[config.mk]
export PLATFORM = sky130hd
export DESIGN_NAME = takf_mul
export DESIGN_NICKNAME = d
export VERILOG_FILES = /design/src/hw/rtl/takf_pkg.sv /design/src/hw/rtl/takf_mul.sv
export SDC_FILE = /design/constraint.sdc
export NUM_CORES = 2
export LEC_CHECK = 0
export BUFFER_PORTS_ARGS = -buffer_cell sky130_fd_sc_hd__buf_2
export CAP_MARGIN = 20
export CORE_ASPECT_RATIO = 1.1
export CORE_MARGIN = 3
export CORE_UTILIZATION = 35
export DETAILED_ROUTE_END_ITERATION = 6
export SETUP_SLACK_MARGIN = 0.2
export SYNTH_ARGS = -nofsm -noshare
export SYNTH_HDL_FRONTEND = slang
export SYNTH_SLANG_ARGS = --single-unit
[constraint.sdc]
create_clock -name clock -period 9.3 [get_ports clock]
set_input_delay 0.465 -clock clock [delete_from_list [all_inputs] [get_ports clock]]
set_output_delay 0.465 -clock clock [all_outputs]
set_load 0.05 [all_outputs]
[src/hw/rtl/takf_pkg.sv]
// Package: shared constants and types for the tilt-angle Kalman fusion unit.
`default_nettype none
package takf_pkg;
   localparam int NUM_AXES = 3;
   localparam int AXIS_W = 2;
   localparam int CSR_IDX_W = 2;
   localparam int CSR_DATA_W = 23;
   localparam logic [CSR_IDX_W-1:0] CSR_Q_ANGLE = 2'd0;
   localparam logic [CSR_IDX_W-1:0] CSR_Q_BIAS  = 2'd1;
   localparam logic [CSR_IDX_W-1:0] CSR_R_MEAS  = 2'd2;
   localparam logic [CSR_IDX_W-1:0] CSR_DT      = 2'd3;
   localparam logic signed [31:0] Q_ONE = 32'sd65536;

   typedef struct packed {
      logic [AXIS_W-1:0] axis;
      logic signed [31:0] measured_angle;
      logic signed [31:0] gyro_rate;
   } req_type;

   typedef struct packed {
      logic [AXIS_W-1:0] axis_echo;
      logic signed [31:0] filtered_angle;
      logic signed [31:0] corrected_rate;
   } rsp_type;

   function automatic logic signed [31:0] sat32(input logic signed [65:0] v);
      if (v > 66'sd2147483647) return 32'sh7fffffff;
      else if (v < -66'sd2147483648) return 32'sh80000000;
      else return v[31:0];
   endfunction
endpackage
`default_nettype wire

[src/hw/rtl/takf_mul.sv]
// Shared Q16.16 multiplier: one registered product, round half up, saturate.
`default_nettype none
module takf_mul import takf_pkg::*; (
   input  wire logic clock,
   input  wire logic signed [31:0] a,
   input  wire logic signed [31:0] b,
   output logic signed [31:0] q
);
   logic signed [63:0] p_ff;
   logic signed [63:0] p_in;
   logic signed [65:0] r;
   assign p_in = a * b;
   always_ff @(posedge clock) begin
      p_ff <= p_in;
   end
   // arithmetic shift floors
   assign r = (66'(p_ff) + 66'sd32768) >>> 16;
   assign q = sat32(r);
endmodule
`default_nettype wire

==> metrics <==
share of layout cells above drive strength 1=4.906%; Largest register FFs=49; Crit Path Category=in2reg; HPWL Detailed=89.78 mm; Fmax=122.3 MHz; crit path from=a[16]; RSZ-0062 raised after global routing=no; arrival time at the worst endpoint=8.35 ns; DIE AREA=113,800 sq um; Tcrit/Tclk final=87.93%; CP max-delay cell=fa_1; Synth Area in Compound Gates=3.952%; commonest non-fill, non-tap cell in the layout=fa_1; syn_nets=5,434; starting density of the core=35.54%; Yosys top cell area share=56.30%; biggest area consumer among synthesized cells=fa_1; mux share of post-synthesis cell area=0.1139%; number of routed nets with antenna violations=0; largest family of logic cells by synthesized area=adder cells; final hold violation count=0; peak per-stage delay on the critical path=0.62 ns; relative slew slack=31.48%; Post-CTS Resized=0; Die Height=353.6 microns; CTS Hold Bufs=0; max cap viols=0; status=completed; CTS tree=yes; area grow syn2layout=4.814%; Crit Path Max Fanout=32; clk slew on worst S/H paths=0.07 ns; non-filler cells, final=5,446; max-slew violations=0; Post-synth EDFFs=0; FFs w/ async S/R, synth=0%; Overflow after GRT=0; core area=108,100 sq um; CP endpoint kind=flop; CTS buffer count=5; CTS Sinks=49; WP data required=9.48 ns; maximum clock insertion buffer count=2; syn avg cell area=9.359 sq um; largest net degree at the start of global routing=34; Fin Setup TNS=0 ns; top_reg_cell synth=dfxtp_1; Hold/Removal Path Class=in2reg; Wirelength per Cell=19.76 microns; most frequent cells in the layout=fa_1, inv_1, nand2_1; CP Depth=25; Die Width=322.0 microns; count of input and output buffers=96; routed wire length=107.6 mm; crit start category=input pin; Clk Tree Root Cell=clkbuf_16; synthesized area=38,440 sq um; # rows=126; dpl cells=5,436; Tightest Pin Transition=1.028 ns; initial antenna violation count=8; final core utilization=37.25%; DP Area=40,130 sq um; largest cells by area after synthesis=fa_1, inv_1, and2_1; simple-gate share of the synthesized area=16.99%; YS warnings=0; WP buf/inv=6; routed vias/inst=4.933; IO Pins=97; H-tree depth=2; Total Routing Usage GR=19.79%; Biggest register=p_ff; cell count after synthesis=4,107; First DRT Iteration DRCs=1,325; Netlist cell types=74; Top Registers=p_ff (49); XOR/XNOR Fraction of Synth Area=2.210%; sequential share of the synthesized area=2.552%; DRC=0; cell mode on critical path=fa_1; CP Capture Point=p_ff[50]$_DFF_P_; first-pass GRT wire length=173.6 mm; Final min period=8.177 ns; DRT Pass-1 Iters=5; setup bufs post-CTS=0; Routability Congestion=0.8529; Yosys reg bits=49; vias in the first global route=30,860; via count=26,870; CP delay by family, top=adder cells; NumNets Final=5,362; Post-Synth Adder-Cell Area=62.19%; # setup viols final=0; design area=40,290 sq um
tightest hold or removal path, stage by stage:
cell and delay (ns):
buf_2 0.31, nand4_1 0.23, o211ai_1 0.09, nand2_1 0.07
a221oi_1 0.14, nor2_1 0.23, xnor2_1 0.09
cell usage after synthesis (3+ instances only):
cell	n
a2111oi_0	6
a2111oi_4	3
a211oi_1	11
a21o_1	16
a21oi_1	65
a221oi_1	3
a31oi_1	6
and2_1	519
and3_1	22
and3_4	3
and4_1	7
and4_4	3
buf_4	3
buf_6	3
clkbuf_1	208
dfxtp_1	49
fa_1	1081
ha_1	181
inv_1	990
mux2_2	3
nand2_1	539
nand2b_1	9
nand3_1	27
nand3b_1	3
nand4_1	27
nor2_1	39
nor2b_1	31
nor3_1	17
o211ai_1	7
o21a_1	5
o21ai_0	42
o21ai_2	22
o21bai_1	13
xnor2_1	62
xor2_1	35
cell type report:
class | instances | area, sq um
antenna | 2 | 5.005
clock buffer | 6 | 138.9
clock inverter | 2 | 13.76
fill | 10990 | 67860
inverter | 990 | 3716
multi-input combinational | 2849 | 32850
sequential | 49 | 980.9
tap | 1408 | 1762
timing repair buffer | 140 | 823.3
through the flow:
stage / hold slack (ns) / setup WS [ns]
after detailed placement: 1.217 / 0.8563
final: 1.403 / 1.123
after global routing: 1.493 / 0.6521
after CTS: 1.397 / 1.173
after global placement: 1.214 / 0.9616
after floorplan: 0.9938 / 1.442
routing by layer:
layer  up-vias  wire length, microns  GRT usage, %
met5         -                    27             0
met4         4                  6980         10.00
met3       250                  4442         1.761
met2       738                 56180         36.68
met1     14210                 39970         22.59
li1      11670                     -             -
cells by family after synthesis:
logic type	after synthesis
flip-flops	49
adder cells (fa/ha/maj)	1262
multiplexers	4
XOR/XNOR	97
buffers and inverters	1209
AND/OR/NAND/NOR	1265
AO/OA/AOI/OAI	221
how the worst min path moves through the flow:
stage,startpoint,slack [ns],cells after the start,endpoint
6_report,b[1],1.40,7,p_ff[26]$_DFF_P_
5_1_grt,b[1],1.49,7,p_ff[26]$_DFF_P_
4_1_cts,b[1],1.40,7,p_ff[26]$_DFF_P_
3_5_place_dp,p_ff[38]$_DFF_P_,1.22,3,q[22]
3_3_place_gp,p_ff[38]$_DFF_P_,1.21,3,q[22]
2_1_floorplan,b[1],0.99,5,p_ff[15]$_DFF_P_
Power is not shown: default switching activity piles up to over one toggle a cycle in this logic, so the estimate is an artifact.
