$ cat src/hw/rtl/takf_pkg.sv
// Package: shared constants and types for the tilt-angle Kalman fusion unit.
`default_nettype none
package takf_pkg;
   localparam int NUM_AXES = 3;
   localparam int AXIS_W = 2;
   localparam int CSR_IDX_W = 2;
   localparam int CSR_DATA_W = 23;
   localparam logic [CSR_IDX_W-1:0] CSR_Q_ANGLE = 2'd0;
   localparam logic [CSR_IDX_W-1:0] CSR_Q_BIAS  = 2'd1;
   localparam logic [CSR_IDX_W-1:0] CSR_R_MEAS  = 2'd2;
   localparam logic [CSR_IDX_W-1:0] CSR_DT      = 2'd3;
   localparam logic signed [31:0] Q_ONE = 32'sd65536;

   typedef struct packed {
      logic [AXIS_W-1:0] axis;
      logic signed [31:0] measured_angle;
      logic signed [31:0] gyro_rate;
   } req_type;

   typedef struct packed {
      logic [AXIS_W-1:0] axis_echo;
      logic signed [31:0] filtered_angle;
      logic signed [31:0] corrected_rate;
   } rsp_type;

   function automatic logic signed [31:0] sat32(input logic signed [65:0] v);
      if (v > 66'sd2147483647) return 32'sh7fffffff;
      else if (v < -66'sd2147483648) return 32'sh80000000;
      else return v[31:0];
   endfunction
endpackage
`default_nettype wire

$ cat src/hw/rtl/takf_div.sv
// Iterative signed divider for the gain: sat32((p<<16)/e), truncating, zero on e==0.
`default_nettype none
module takf_div import takf_pkg::*; (
   input  wire logic clock,
   input  wire logic reset,
   input  wire logic start,
   input  wire logic signed [31:0] p,
   input  wire logic signed [33:0] e,
   output logic busy,
   output logic signed [31:0] q
);
   logic [47:0] num_ff, num_in;
   logic [33:0] den_ff, den_in;
   logic [33:0] rem_ff, rem_in;
   logic [5:0]  cnt_ff, cnt_in;
   logic        neg_ff, neg_in, zero_ff, zero_in, busy_ff, busy_in;
   logic signed [31:0] q_ff, q_in;
   logic [34:0] sh;
   logic signed [49:0] sq;
   logic signed [47:0] pn;

   assign pn = {p, 16'd0};
   assign sh = {rem_ff, num_ff[47]};

   always_comb begin
      num_in = num_ff; den_in = den_ff; rem_in = rem_ff; cnt_in = cnt_ff;
      neg_in = neg_ff; zero_in = zero_ff; busy_in = busy_ff; q_in = q_ff;
      sq = '0;
      if (start) begin
         num_in = pn[47] ? 48'(-pn) : 48'(pn);
         den_in = e[33] ? 34'(-e) : 34'(e);
         neg_in = pn[47] ^ e[33];
         zero_in = (e == 34'sd0);
         rem_in = '0;
         cnt_in = 6'd48;
         busy_in = 1'b1;
      end else if (busy_ff) begin
         // remainder stays below the divisor, so it fits in 34 bits
         if (sh >= {1'b0, den_ff}) begin
            rem_in = 34'(sh - {1'b0, den_ff});
            num_in = {num_ff[46:0], 1'b1};
         end else begin
            rem_in = sh[33:0];
            num_in = {num_ff[46:0], 1'b0};
         end
         cnt_in = cnt_ff - 6'd1;
         if (cnt_ff == 6'd1) begin
            busy_in = 1'b0;
            sq = neg_ff ? -50'(num_in) : 50'(num_in);
            q_in = zero_ff ? 32'sd0 : sat32(66'(sq));
         end
      end
   end

   always_ff @(posedge clock) begin
      if (reset) begin
         busy_ff <= 1'b0;
         cnt_ff <= '0;
      end else begin
         busy_ff <= busy_in;
         cnt_ff <= cnt_in;
      end
      num_ff <= num_in; den_ff <= den_in; rem_ff <= rem_in;
      neg_ff <= neg_in; zero_ff <= zero_in; q_ff <= q_in;
   end
   assign busy = busy_ff;
   assign q = q_ff;
endmodule
`default_nettype wire
$ cat config.mk
export PLATFORM = sky130hd
export DESIGN_NAME = takf_div
export DESIGN_NICKNAME = d
export VERILOG_FILES = /design/src/hw/rtl/takf_pkg.sv /design/src/hw/rtl/takf_div.sv
export SDC_FILE = /design/constraint.sdc
export NUM_CORES = 1
export LEC_CHECK = 0
export BUFFER_PORTS_ARGS = -buffer_cell sky130_fd_sc_hd__buf_2
export CAP_MARGIN = 20
export CELL_PAD_IN_SITES_DETAIL_PLACEMENT = 1
export CELL_PAD_IN_SITES_GLOBAL_PLACEMENT = 2
export CORE_MARGIN = 4
export CORE_UTILIZATION = 34
export CTS_CLUSTER_SIZE = 40
export DETAILED_ROUTE_END_ITERATION = 8
export PLACE_DENSITY = 0.75
export SYNTH_ARGS = -nofsm -noshare
export SYNTH_HDL_FRONTEND = slang
export SYNTH_SLANG_ARGS = --single-unit
$ cat constraint.sdc
create_clock -name clock -period 7 [get_ports clock]
set_clock_uncertainty 0.1 [all_clocks]
set_input_delay 0.35 -clock clock [delete_from_list [all_inputs] [get_ports clock]]
set_output_delay 0.35 -clock clock [all_outputs]
set_load 0.02 [all_outputs]
==> impl.org, run 1 <==
** Run status
- The flow ran to the end, and the final reports show no timing, DRC or antenna violations.

** Global routing
- Maximum number of pins on one net before global-route repair :: around 120
- After global routing the overflow that remains totals 0.
- Via count of the first global-routing pass :: around 8800
- The first global-routing pass estimated roughly 47 mm of wire.
- Global routing used between 10% and 20% of the available tracks.
- Antenna violations before repair :: 0

** Power
- Total power divided by cell area :: between 200 and 250 nW/um^2
- Peak supply drop :: about 0.00019 V
- Leakage power total :: roughly 0.0045 uW

** Logic synthesis
- Counting flops with a built-in enable in the synthesized netlist gives 116.
- Share of the synthesized area in the top cell type :: approximately 33%
- Proportion of register bits with asynchronous set or reset after synthesis :: 0%
- List of most frequent post-synthesis cells :: sky130_fd_sc_hd__edfxtp_1 (116), sky130_fd_sc_hd__nand2_1 (102), sky130_fd_sc_hd__nor2_1 (99), sky130_fd_sc_hd__xor2_1 (68), sky130_fd_sc_hd__inv_1 (61)
- Synthesis produced a netlist whose cell count is ~1100.
- Sequential share of the synthesized area :: between 40% and 50%
- Post-synthesis instance area :: around 11000 sq um
- By instance count, the leading cell after synthesis is sky130_fd_sc_hd__edfxtp_1.
- Averaged over all synthesized cells, the footprint is approximately 9 sq um.
- Flops & latches, synth :: about 160
- Among all flip-flop cells after synthesis, the most frequent one is sky130_fd_sc_hd__edfxtp_1.
- Dominant cells by area after synthesis :: sky130_fd_sc_hd__edfxtp_1 (33%), sky130_fd_sc_hd__dfxtp_1 (7.8%), sky130_fd_sc_hd__xor2_1 (5.6%), sky130_fd_sc_hd__xnor2_1 (4.6%), sky130_fd_sc_hd__ha_1 (4.6%)
- Synth unique cells :: between 70 and 80
- During synthesis, Yosys emitted a total of 0 warnings.
- The number of nets handed over by synthesis was 1258.
- Library cell occupying the most area in the post-synthesis netlist :: sky130_fd_sc_hd__edfxtp_1

** Place
- Buffers on Ports :: roughly 100
- The congestion estimate from routability-driven global placement came to roughly 0.82.
- DP HPWL :: roughly 21 mm

** Critical path
- R2r worst-path depth :: 20
- The critical path is of the reg2reg type.
- Maximum net fanout on the critical path :: 31
- R2R setup slack :: between 400 and 500 ps
- STA puts the critical path data arrival time at between 6000 and 7000 ps.
- The worst register-to-register path begins at den_ff[22]$_DFFE_PP_.
- STA classifies the critical path startpoint as a register.
- FF-to-FF End :: q[18]$_SDFFCE_PP0P_
- In this design, the stage delay of the slowest critical-path cell is roughly 500 ps.
- STA puts the critical path data required time at ~7100 ps.
- By instance count, the cell type seen most on the critical path is sky130_fd_sc_hd__or4_4.
- Crit-path slowest cell :: sky130_fd_sc_hd__or4b_1
- Traced cell by cell, the critical path runs through inv_1, ha_1, and3_1, a221oi_1, o221ai_1, a21oi_1, o21ai_0, or2_2, inv_1, ha_1, or4b_1, or4_4, or4_4, nand2b_1, o41ai_1, a32oi_1, or4_4, o31ai_4, buf_4, o21ai_1.
- The worst setup path is captured at a register.

** Final layout
- In the final layout, flip-flops and latches occupy about 4300 sq um.
- Area growth syn-to-layout :: 14.19%
- Final net count :: about 1300
- Fill cells in the final layout number about 3600.
- In the final layout, the multi-input gates occupy 5784 sq um.
- Final antenna diode count :: 0
- Cells with a size suffix above 1 make up about 14% of the layout.
- Once layout is complete, the utilization of the core stands at between 30% and 40%.

** Drt
- Iteration-0 DRC count of the detailed router :: about 500
- Routed wire length :: approximately 29 mm
- Final routed wire length divided by cell count :: about 18 um
- The first TritonRoute pass finished after 5 iterations.
- Dividing the detail-routed via count by the number of cells gives 5.463.
- Detailed routing inserted a total of between 8000 and 9000 vias.
- The count of nets left with antenna violations once routing finished came out at 0.
- In the routed design, unresolved DRC markers number 0.

** Flow run
- The tool flagged a number of max-cap violations equal to 0.

** STA
- Setup Viol. Count Final :: 0
- Unrepaired setup endpoints after global routing :: false
- Total count of hold-check failures in the final report :: 0
- Derived from the worst setup path, the maximum achievable clock frequency is ~150 MHz.
- For the finished layout, the period the worst path requires is ~6500 ps.
- At the pin with the least slew margin, the transition time is between 800 and 900 ps.
- Dividing the final minimum period by the clock period gives between 90% and 100%.
- Final number of max-transition violations :: 0
- Fin Setup TNS :: 0 ps
- Headroom to the max-slew limit came out at 42.86%.

** Clock tree
- CTS placed an instance of sky130_fd_sc_hd__clkbuf_16 at the clock tree root.
- Clock slew at reported path FFs :: around 60 ps
- The later pin in the worst-skew pair is clocked with a latency of about 440 ps.
- After clock tree synthesis, the repair step resized 0 gates.
- Number of levels the H-tree was split into :: 4
- TritonCTS clock tree :: done
- Cts bufs inserted :: 17
- The number of setup buffers added after CTS is 0.
- The clock passes through at most 2 buffers.
- Clock tree synthesis found a total of roughly 160 sinks.
- Count of hold buffers inserted by post-cts repair :: 0

** Floorplan
- The initialized floorplan defines 64 standard-cell rows.
- Number of ports placed on the die boundary :: 102
- Initial Utilization :: 34.50%
- In this run the horizontal extent of the chip is about 180 um.
- The die is between 150 and 200 um tall.
- The core region is between 30000 and 40000 sq um.
- The die covers roughly 34000 sq um.

** Hold path
- The startpoint identified for the worst hold timing path is e[0].
- Hold Crit Depth :: 1
- Terminating pin of the worst hold path :: den_ff[0]$_DFFE_PP_
- Class of the worst hold path :: in2reg
metrics by stage:
stage / std cells / hold slack (ps) / area, sq um / power [uW] / setup WS (ps)
6_report: 1629 / 43.39 / 12050 / 2893 / 490.6
5_1_grt: 1629 / 35.60 / 12050 / 3060 / 112.7
4_1_cts: 1629 / 23.12 / 12050 / 2921 / 451.3
3_5_place_dp: 1598 / 394.3 / 11400 / 1865 / 471.7
3_3_place_gp: 1598 / 389.4 / 11400 / 1853 / 760.4
2_1_floorplan: 1149 / 322.4 / 10550 / 1666 / 504.5
state kept, by name (all words and copies together), names as in the netlist:
signal   cells
cnt_ff       6
neg_ff       1
zero_ff      1
rem_ff      34
busy         1
num_ff      48
q           32
den_ff      34
final cells by class:
class | instances | area share (%)
clock buffer | 18 | 3.561
clock inverter | 13 | 1.827
inverter | 61 | 1.900
multi-input combinational | 874 | 48.00
sequential | 157 | 35.72
tap | 396 | 4.111
timing repair buffer | 110 | 4.880
where the power goes:
part	leakage (uW)	internal, uW	total (uW)	switching, uW
Clock	0.000305	663	1050	386
Combinational	0.00275	268	669	400
Sequential	0.00147	1100	1180	79.7
critical path, delay by kind of cell, from the launching register on:
| family | cells | cell delay, ps |
|---|---|---|
| flip-flops | 1 | 330 |
| AO/OA/AOI/OAI | 8 | 2030 |
| buffers and inverters | 3 | 450 |
| adder cells (fa/ha/maj) | 2 | 550 |
| AND/OR/NAND/NOR | 7 | 2770 |
layout by cell type, fill, tap and decap left out, types with 29 or more instances in the layout:
cell type | netlist | layout
sky130_fd_sc_hd__ha_1 | 39 | 39
sky130_fd_sc_hd__xor2_1 | 68 | 68
sky130_fd_sc_hd__o21ai_0 | 56 | 56
sky130_fd_sc_hd__xnor2_1 | 56 | 56
sky130_fd_sc_hd__edfxtp_1 | 116 | 116
sky130_fd_sc_hd__inv_1 | 61 | 60
sky130_fd_sc_hd__buf_2 | 0 | 100
sky130_fd_sc_hd__a21oi_1 | 57 | 57
sky130_fd_sc_hd__o21ai_1 | 29 | 29
sky130_fd_sc_hd__nor3_1 | 32 | 32
sky130_fd_sc_hd__nor2_1 | 99 | 99
sky130_fd_sc_hd__dfxtp_1 | 41 | 40
sky130_fd_sc_hd__or3_1 | 30 | 30
sky130_fd_sc_hd__nand2_1 | 102 | 102
logic make-up (layout without fill, tap and decap cells):
kind of cell               after synthesis  after routing  synth area share, %
buffers and inverters                  118            202                4.481
and+or+nand+nor                        406            406                19.99
AOI/OAI and AO/OA                      294            294                18.67
xor gates and xnor gates               124            124                10.29
adders and majority gates               40             40                4.813
muxes                                   10             10               0.9722
DFF                                    157            157                40.78
worst max-delay path by stage:
stage / slack [ps] / end / from / cells past startpoint
floorplan: 500 / q[21]$_SDFFCE_PP0P_ / den_ff[22]$_DFFE_PP_ / 23
global placement: 760 / q[30]$_SDFFCE_PP0P_ / den_ff[22]$_DFFE_PP_ / 20
detailed placement: 470 / q[18]$_SDFFCE_PP0P_ / den_ff[22]$_DFFE_PP_ / 20
CTS: 450 / q[18]$_SDFFCE_PP0P_ / den_ff[22]$_DFFE_PP_ / 20
global route: 110 / q[18]$_SDFFCE_PP0P_ / den_ff[22]$_DFFE_PP_ / 20
finish: 490 / q[18]$_SDFFCE_PP0P_ / den_ff[22]$_DFFE_PP_ / 20
routing by layer:
layer	vias to the layer above	routed length [um]	track usage (%)	part of all wire, %
met5	-	0	0	0
li1	4384	-	-	-
met3	32	907	2.960	3.2
met4	0	419	4.230	1.5
met2	133	13080	26.48	46
met1	4351	14270	24.57	50
Power figures use the tool's default switching activity.
==> run 2, diff against run 1 <==
--- a/config.mk
+++ b/config.mk
@@ -13,7 +13,7 @@
 export CORE_UTILIZATION = 34
 export CTS_CLUSTER_SIZE = 40
 export DETAILED_ROUTE_END_ITERATION = 8
-export PLACE_DENSITY = 0.75
+export PLACE_DENSITY = 0.76
 export SYNTH_ARGS = -nofsm -noshare
 export SYNTH_HDL_FRONTEND = slang
 export SYNTH_SLANG_ARGS = --single-unit
==> run 2 against run 1 <==
Against the previous run: wire length grew 0.94%; via count shrank 0.56%; sequential power is essentially flat; sequential cell count is the same; cell count is essentially flat; critical path depth is the same; combinational power is essentially flat; largest cell class unchanged.
==> impl.org, run 2 (synthesis results as in run 1) <==
** Floorplan
- The initial utilization of the core area, before any placement, comes to around 35%.
- Die boundary width :: between 150 and 200 um
- Y dimension of the die :: around 180 um
- In this run the core area contains 64 standard-cell rows.
- The floorplan step defined a die boundary enclosing between 30000 and 40000 sq um.
- In this run the count of I/O pins placed on the die edge is a little over 100.
- Core area :: 30590 sq um

** Final layout
- Leaving out fill and tap cells, the most frequent cells in the layout are sky130_fd_sc_hd__edfxtp_1 (116), sky130_fd_sc_hd__nand2_1 (102), sky130_fd_sc_hd__buf_2 (100), sky130_fd_sc_hd__nor2_1 (99), sky130_fd_sc_hd__xor2_1 (68).
- Final antenna diode count :: 0
- Compared with the post-synthesis result, the final layout area differs by 13.81%.
- Flip-flop count of the largest register, all copies and words added :: 48
- Register with the most flip-flops :: num_ff
- The post-route netlist has 13.78% of its cells at a drive strength greater than 1.
- Final net count :: between 1000 and 1500
- The largest registers in the layout are num_ff: 48 flops, den_ff: 34 flops, rem_ff: 34 flops.
- Most common library cell in the layout ignoring fill and taps :: sky130_fd_sc_hd__edfxtp_1
- With fillers left out, the area of the finished cells amounts to about 12000 sq um.

** Critical path
- The worst setup path is captured at a register.
- Delay of the slowest cell on the worst path :: roughly 500 ps
- CP most frequent cell :: sky130_fd_sc_hd__or4_4
- Crit-path slowest cell :: sky130_fd_sc_hd__or4_4
- Sort of element at the start of the critical path :: register
- Data arrival time of the worst path :: ~6600 ps
- WS Path Type :: reg2reg
- Along the worst path, the maximum fanout reaches 31.
- Cell chain of the critical path :: inv_1, ha_1, a21o_1, a221oi_1, o221ai_1, a21oi_1, o21ai_0, or2_2, inv_1, ha_1, or4b_1, or4_4, or4_4, nand2b_1, o41ai_1, a32oi_1, or4_4, o31ai_4, buf_4, o21ai_1
- Data on the critical path is required at its endpoint by roughly 7100 ps.

** Clock tree
- Post-CTS setup buffers :: 0
- TritonCTS clock tree :: done
- The tree is rooted in a sky130_fd_sc_hd__clkbuf_16.
- Number of resized instances in the post-cts repair step :: 0
- TritonCTS created 17 clock buffers.
- CTS Sinks :: 157
- Number of levels the H-tree was split into :: 4
- Count of hold buffers inserted by post-cts repair :: 0
- Clock latency on the worst-skew pair, taken at its later pin, is around 430 ps.
- Clock slew at reported path FFs :: about 70 ps
- Max Buffers Root-to-Sink :: 2

** Global routing
- Summed over all layers, the global routing overflow is 0.
- The via count of the first global-routing pass is between 9000 and 10000.
- Entering global routing, the biggest net connects around 120 pins.
- In the global route stage, overall resource usage came out at ~17%.
- Antenna violations before repair :: 0
- The first global-routing pass estimated between 40 and 50 mm of wire.

** Drt
- Remaining number of nets flagged by the antenna check after routing :: 0
- Dividing the detail-routed via count by the number of cells gives between 5 and 6.
- Summed over all layers, the routed wires come to about 29 mm.
- The routed layout has 8850 vias.
- In the routed design, unresolved DRC markers number 0.
- After detailed routing, the average wire length per cell comes to 17.76 um.
- Iteration-0 DRC count of the detailed router :: 478
- Drt pass-1 iters :: 4

** STA
- Fin Setup TNS :: 0 ps
- Max Clk Rate :: between 150 and 200 MHz
- Setup Viol. Count Final :: 0
- Final setup slack of the worst path :: approximately 500 ps
- Clock period minus worst slack :: about 6500 ps
- Ratio of final minimum period to clock period :: just over 90%
- Setup repair after global routing left no endpoint under its margin.
- At the pin with the least slew margin, the transition time is 895.6 ps.
- The final max-slew violation count is 0.
- The number of hold violations in the final report was 0.
- Remaining max-slew budget at the tightest pin :: about two fifths

** Place
- The HPWL after detailed placement is approximately 21 mm.
- Routability-driven placement finished with a final weighted congestion of 0.8180.
- Buffers placed on the I/O ports in this run total 101.
- Timing analysis after detailed placement gives a worst setup slack of 475.1 ps.
- In this run the cell area measured after placement is 11400 sq um.

** Power
- Total power divided by cell area :: between 200 and 250 nW/um^2
- IR analysis of the VDD net gives a maximum drop of 0.0001751 V.
- The analysis attributes to cell leakage a power of ~0.0045 uW.

** Hold path
- Class of the worst hold path :: in2reg

** Run status
- Outcome :: finished clean

** Flow run
- Max-cap violation count :: 0
-- run 2: changes by cell type in the layout (fill, tap and decap cells not counted) --
cell	previous run	this run
sky130_fd_sc_hd__clkinvlp_2	1	0
sky130_fd_sc_hd__clkinv_1	4	2
sky130_fd_sc_hd__clkinv_2	0	2
sky130_fd_sc_hd__clkinv_4	0	3
sky130_fd_sc_hd__clkinvlp_4	2	0
sky130_fd_sc_hd__bufinv_16	6	4
sky130_fd_sc_hd__clkbuf_1	1	4
-- run 2: per-stage QoR --
step | instances | utilization, % | power (uW) | hold WS (ps)
finish | 1630 | 39.27 | 2829 | 51.12
global route | 1630 | 39.27 | 2997 | 38.34
global placement | 1598 | 37.28 | 1851 | 386.8
floorplan | 1149 | - | 1666 | 322.4
detailed placement | 1598 | 37.28 | 1865 | 395.3
CTS | 1630 | 39.27 | 2861 | 31.34
-- run 2: path summary, 6_finish.rpt --
path | startpoint | end | slack [ps] | cells past startpoint
max | den_ff[22]$_DFFE_PP_ | q[8]$_SDFFCE_PP0P_ | 500 | 20
min | e[0] | den_ff[0]$_DFFE_PP_ | 50 | 1
max reg2reg | den_ff[22]$_DFFE_PP_ | q[8]$_SDFFCE_PP0P_ | 500 | 20
min reg2reg | rem_ff[12]$_SDFFE_PP0P_ | rem_ff[13]$_SDFFE_PP0P_ | 400 | 2
-- run 2: power by group --
part | switching, uW | internal (uW) | total [uW]
Sequential | 80.3 | 1100 | 1180
Combinational | 401 | 269 | 669
Clock | 386 | 598 | 983
-- run 2: cell type report --
cell class              instances  area [sq um]
well taps                     396         495.5
flip-flops and latches        157          4305
fillers                      3590         18580
clock buffers                  21         440.4
clock inverters                11         168.9
repair buffers                110         588.1
multi-input cells             874          5784
inverters                      61         229.0
-- run 2: worst max-delay path: cells and delay by family (launching register included) --
kind | cells | cell delay, ps
adders and majority gates | 2 | 550
and+or+nand+nor | 6 | 2530
buffers and inverters | 3 | 460
DFF | 1 | 320
AOI/OAI and AO/OA | 9 | 2250
-- run 2: layer usage --
layer | global-route usage, % | part of all wire (%) | vias up | wire length, um
met5 | 0 | 0 | - | 0
met2 | 27.46 | 47 | 105 | 13500
met3 | 2.822 | 2.6 | 26 | 741
met4 | 4.437 | 1.3 | 0 | 374
met1 | 23.97 | 50 | 4310 | 14330
li1 | - | - | 4409 | -
==> run 3, diff against run 2 <==
==> constraint.sdc (replaced) <==
create_clock -name clock -period 5.3 [get_ports clock]
set_clock_uncertainty 0.1 [all_clocks]
set_input_delay 0.265 -clock clock [delete_from_list [all_inputs] [get_ports clock]]
set_output_delay 0.265 -clock clock [all_outputs]
set_load 0.02 [all_outputs]
==> run 3 against run 2 <==
Against the previous run: the run now ends with negative setup slack left; critical path type unchanged; cell count increased by 7.5%; highest routed layer unchanged; total power rose by 38%; worst setup slack got worse by 760 ps; clock power up 28%; combinational power increased by 64%; design area rose by 9.9%; count of clock-buffer cells in the layout is 4 lower.
==> impl.org, run 3 (synthesis results as in run 1) <==
** Clock tree
- Max Buffers Root-to-Sink :: 2
- Clock tree synthesis selected as its root buffer the cell sky130_fd_sc_hd__clkbuf_16.
- Cts bufs inserted :: 17
- After clock tree synthesis, the clock-pin slew on the worst setup and hold paths is around 80 ps.
- TritonCTS built the clock tree.
- Number of levels the H-tree was split into :: 4
- The clock reaches the later pin of the worst-skew pair after 440 ps.
- CTS Sinks :: between 150 and 200

** Final layout
- For this run, the share of the core covered by cells in the final layout is a little over two fifths.
- The register with the most flip-flops in the layout has 48 of them.
- After filler insertion, the fill cell instance count of the layout stands at approximately 3500.
- Final antenna diode count :: 0
- Cells with a size suffix above 1 make up between 20% and 30% of the layout.
- Commonest cells after routing, fill and taps aside :: sky130_fd_sc_hd__buf_4 (123), sky130_fd_sc_hd__edfxtp_1 (116), sky130_fd_sc_hd__nand2_1 (102), sky130_fd_sc_hd__buf_2 (100), sky130_fd_sc_hd__nor2_1 (99)
- num_ff holds more flip-flops than any other register.
- In the final layout, the registers with the most flip-flops are num_ff: 48 flops, den_ff: 34 flops, rem_ff: 34 flops.
- Most common library cell in the layout ignoring fill and taps :: sky130_fd_sc_hd__buf_4
- Final Non-Filler Cells :: approximately 1800
- Area growth syn-to-layout :: 25.04%
- Final net count :: roughly 1500

** Power
- Total power divided by cell area :: 296.4 nW/um^2
- Total power :: 3912 uW
- Peak supply drop :: approximately 0.00023 V
- Leakage power total :: 0.005184 uW

** Run status
- The flow ran to the end, but the final reports show violations.
- Violated checks :: negative setup slack

** Critical path
- Required time of the critical path :: roughly 5400 ps
- Buffers & Inverters on Critical Path :: 4
- The worst setup path is captured at a register.
- STA classifies the critical path startpoint as a register.
- Data arrival time of the worst path :: ~5600 ps
- Cell family contributing the most delay on the critical path :: simple AND/OR/NAND/NOR gates
- Crit-path slowest cell :: sky130_fd_sc_hd__or4_4
- By startpoint and endpoint, the worst setup path is classified as reg2reg.
- Cell chain of the critical path :: inv_2, ha_4, a21o_1, a221oi_4, o221ai_2, a21oi_2, o21ai_2, or2_4, inv_4, ha_4, or4b_4, or4_4, or4_4, o41ai_4, xor2_1, nand4_1, or4_4, o31ai_4, buf_6, clkbuf_16, o21ai_2
- CP most frequent cell :: sky130_fd_sc_hd__or4_4
- The largest single stage delay on the critical path is roughly 480 ps.
- In this run the worst path has a maximum fanout of 7.

** STA
- Unrepaired setup endpoints after global routing :: true
- Clock period minus worst slack :: approximately 5600 ps
- Ratio of final minimum period to clock period :: 104.8%
- Final setup slack of the worst path :: -254.3 ps
- Slew at the pin with the worst max-slew slack :: 747.0 ps
- Final number of max-transition violations :: 0
- Setup violations remaining at the end of the flow were counted as 31.
- Worst hold margin :: 42.12 ps
- Remaining max-slew budget at the tightest pin :: between 50% and 60%
- The number of hold violations in the final report came to 0.
- Fin Setup TNS :: -7030 ps
- Timing would allow up to 180.0 MHz.

** Place
- Buffers on Ports :: just over 100
- Weighted congestion reported at the end of routability-driven placement :: around 0.81
- The number of placed instances, taps included, is 1711.
- DP HPWL :: 22.43 mm

** Flow run
- Max-cap violation count :: 0

** Drt
- Drt pass-1 iters :: 4
- For this run, design rule violations remaining after detail routing come to 0.
- Iteration-0 DRC count of the detailed router :: about 360
- Remaining number of nets flagged by the antenna check after routing :: 0
- Using the TritonRoute via totals, the vias-per-cell ratio works out to approximately 5.3.
- In the final routed layout, each cell accounts on average for about 17 um.
- Total via count after detailed routing :: 9307
- The final layout contains routed wiring with a total length of roughly 31 mm.

** Global routing
- For this run, global-route usage on met2 was measured as 28.78%.
- Via count of the first global-routing pass :: 9455
- Global Route met3 Usage :: about 2.1%
- Global-route track usage on met1 :: 25.42%
- Maximum number of pins on one net before global-route repair :: 97
- Top Usage Layer GRT :: met2
- After global routing the overflow that remains totals 0.
- For this run, the total global-route usage over all layers was measured as between 10% and 20%.
- The number of antenna violations at the first check in global routing was 0.
- Wire length of the first global-routing pass :: just under 50 mm

** Floorplan
- Y dimension of the die :: approximately 180 um
- During I/O placement, the number of pins put on the boundary was just over 100.
- Die boundary width :: 184.2 um
- Once the floorplan was initialized, standard cells occupied between 30 and 40% of the core.
- In this run the core area contains 64 standard-cell rows.
- The core region is between 30000 and 40000 sq um.
- The die covers 33920 sq um.

** Hold path
- The min-delay analysis places its worst path in the category in2reg.
run 3: cell type report:
class                   instances  area [sq um]  share of cell area (%)
clock buffers                  17         425.4                   3.224
multi-input cells             874          5966                   45.21
inverters                      61         231.5                   1.754
flip-flops and latches        157          4305                   32.63
well taps                     396         495.5                   3.755
repair buffers                233          1604                   12.16
clock inverters                15         168.9                   1.280
run 3: report_power, final:
| part | switching, uW | internal [uW] | total (uW) |
|---|---|---|---|
| Combinational | 595 | 503 | 1100 |
| Sequential | 103 | 1450 | 1550 |
| Clock | 627 | 638 | 1260 |
| Total | 1330 | 2590 | 3910 |
run 3: per-stage QoR:
stage / worst slack, ps / cell area [sq um]
floorplan: -596.7 / 10710
global placement: -337.8 / 12400
detailed placement: -488.4 / 12400
CTS: -266.5 / 13130
global route: -446.6 / 13200
finish: -254.3 / 13200
run 3: final timing paths:
path	startpoint	endpoint	slack (ps)	depth (start not counted)
min reg2reg	rem_ff[14]$_SDFFE_PP0P_	rem_ff[15]$_SDFFE_PP0P_	400	2
min	e[6]	den_ff[6]$_DFFE_PP_	40	2
max reg2reg	den_ff[22]$_DFFE_PP_	q[29]$_SDFFCE_PP0P_	-250	21
max	den_ff[22]$_DFFE_PP_	q[29]$_SDFFCE_PP0P_	-250	21
run 3: layer usage:
| metal | part of all wire [%] | vias up |
|---|---|---|
| met1 | 50 | 4552 |
| met4 | 1.1 | 0 |
| li1 | - | 4641 |
| met3 | 2.0 | 19 |
| met2 | 47 | 95 |
| met5 | 0 | - |
run 3: timing repair:
item / 4_1_cts / 5_1_grt
pin swaps: 10 / 2
hold endpoints to repair: 7 / 0
endpoints found under the setup margin: 31 / 31
gates cloned: 1 / 2
setup buffers: 5 / 0
gates resized for setup: 11 / 3
hold buffers: 2 / 0
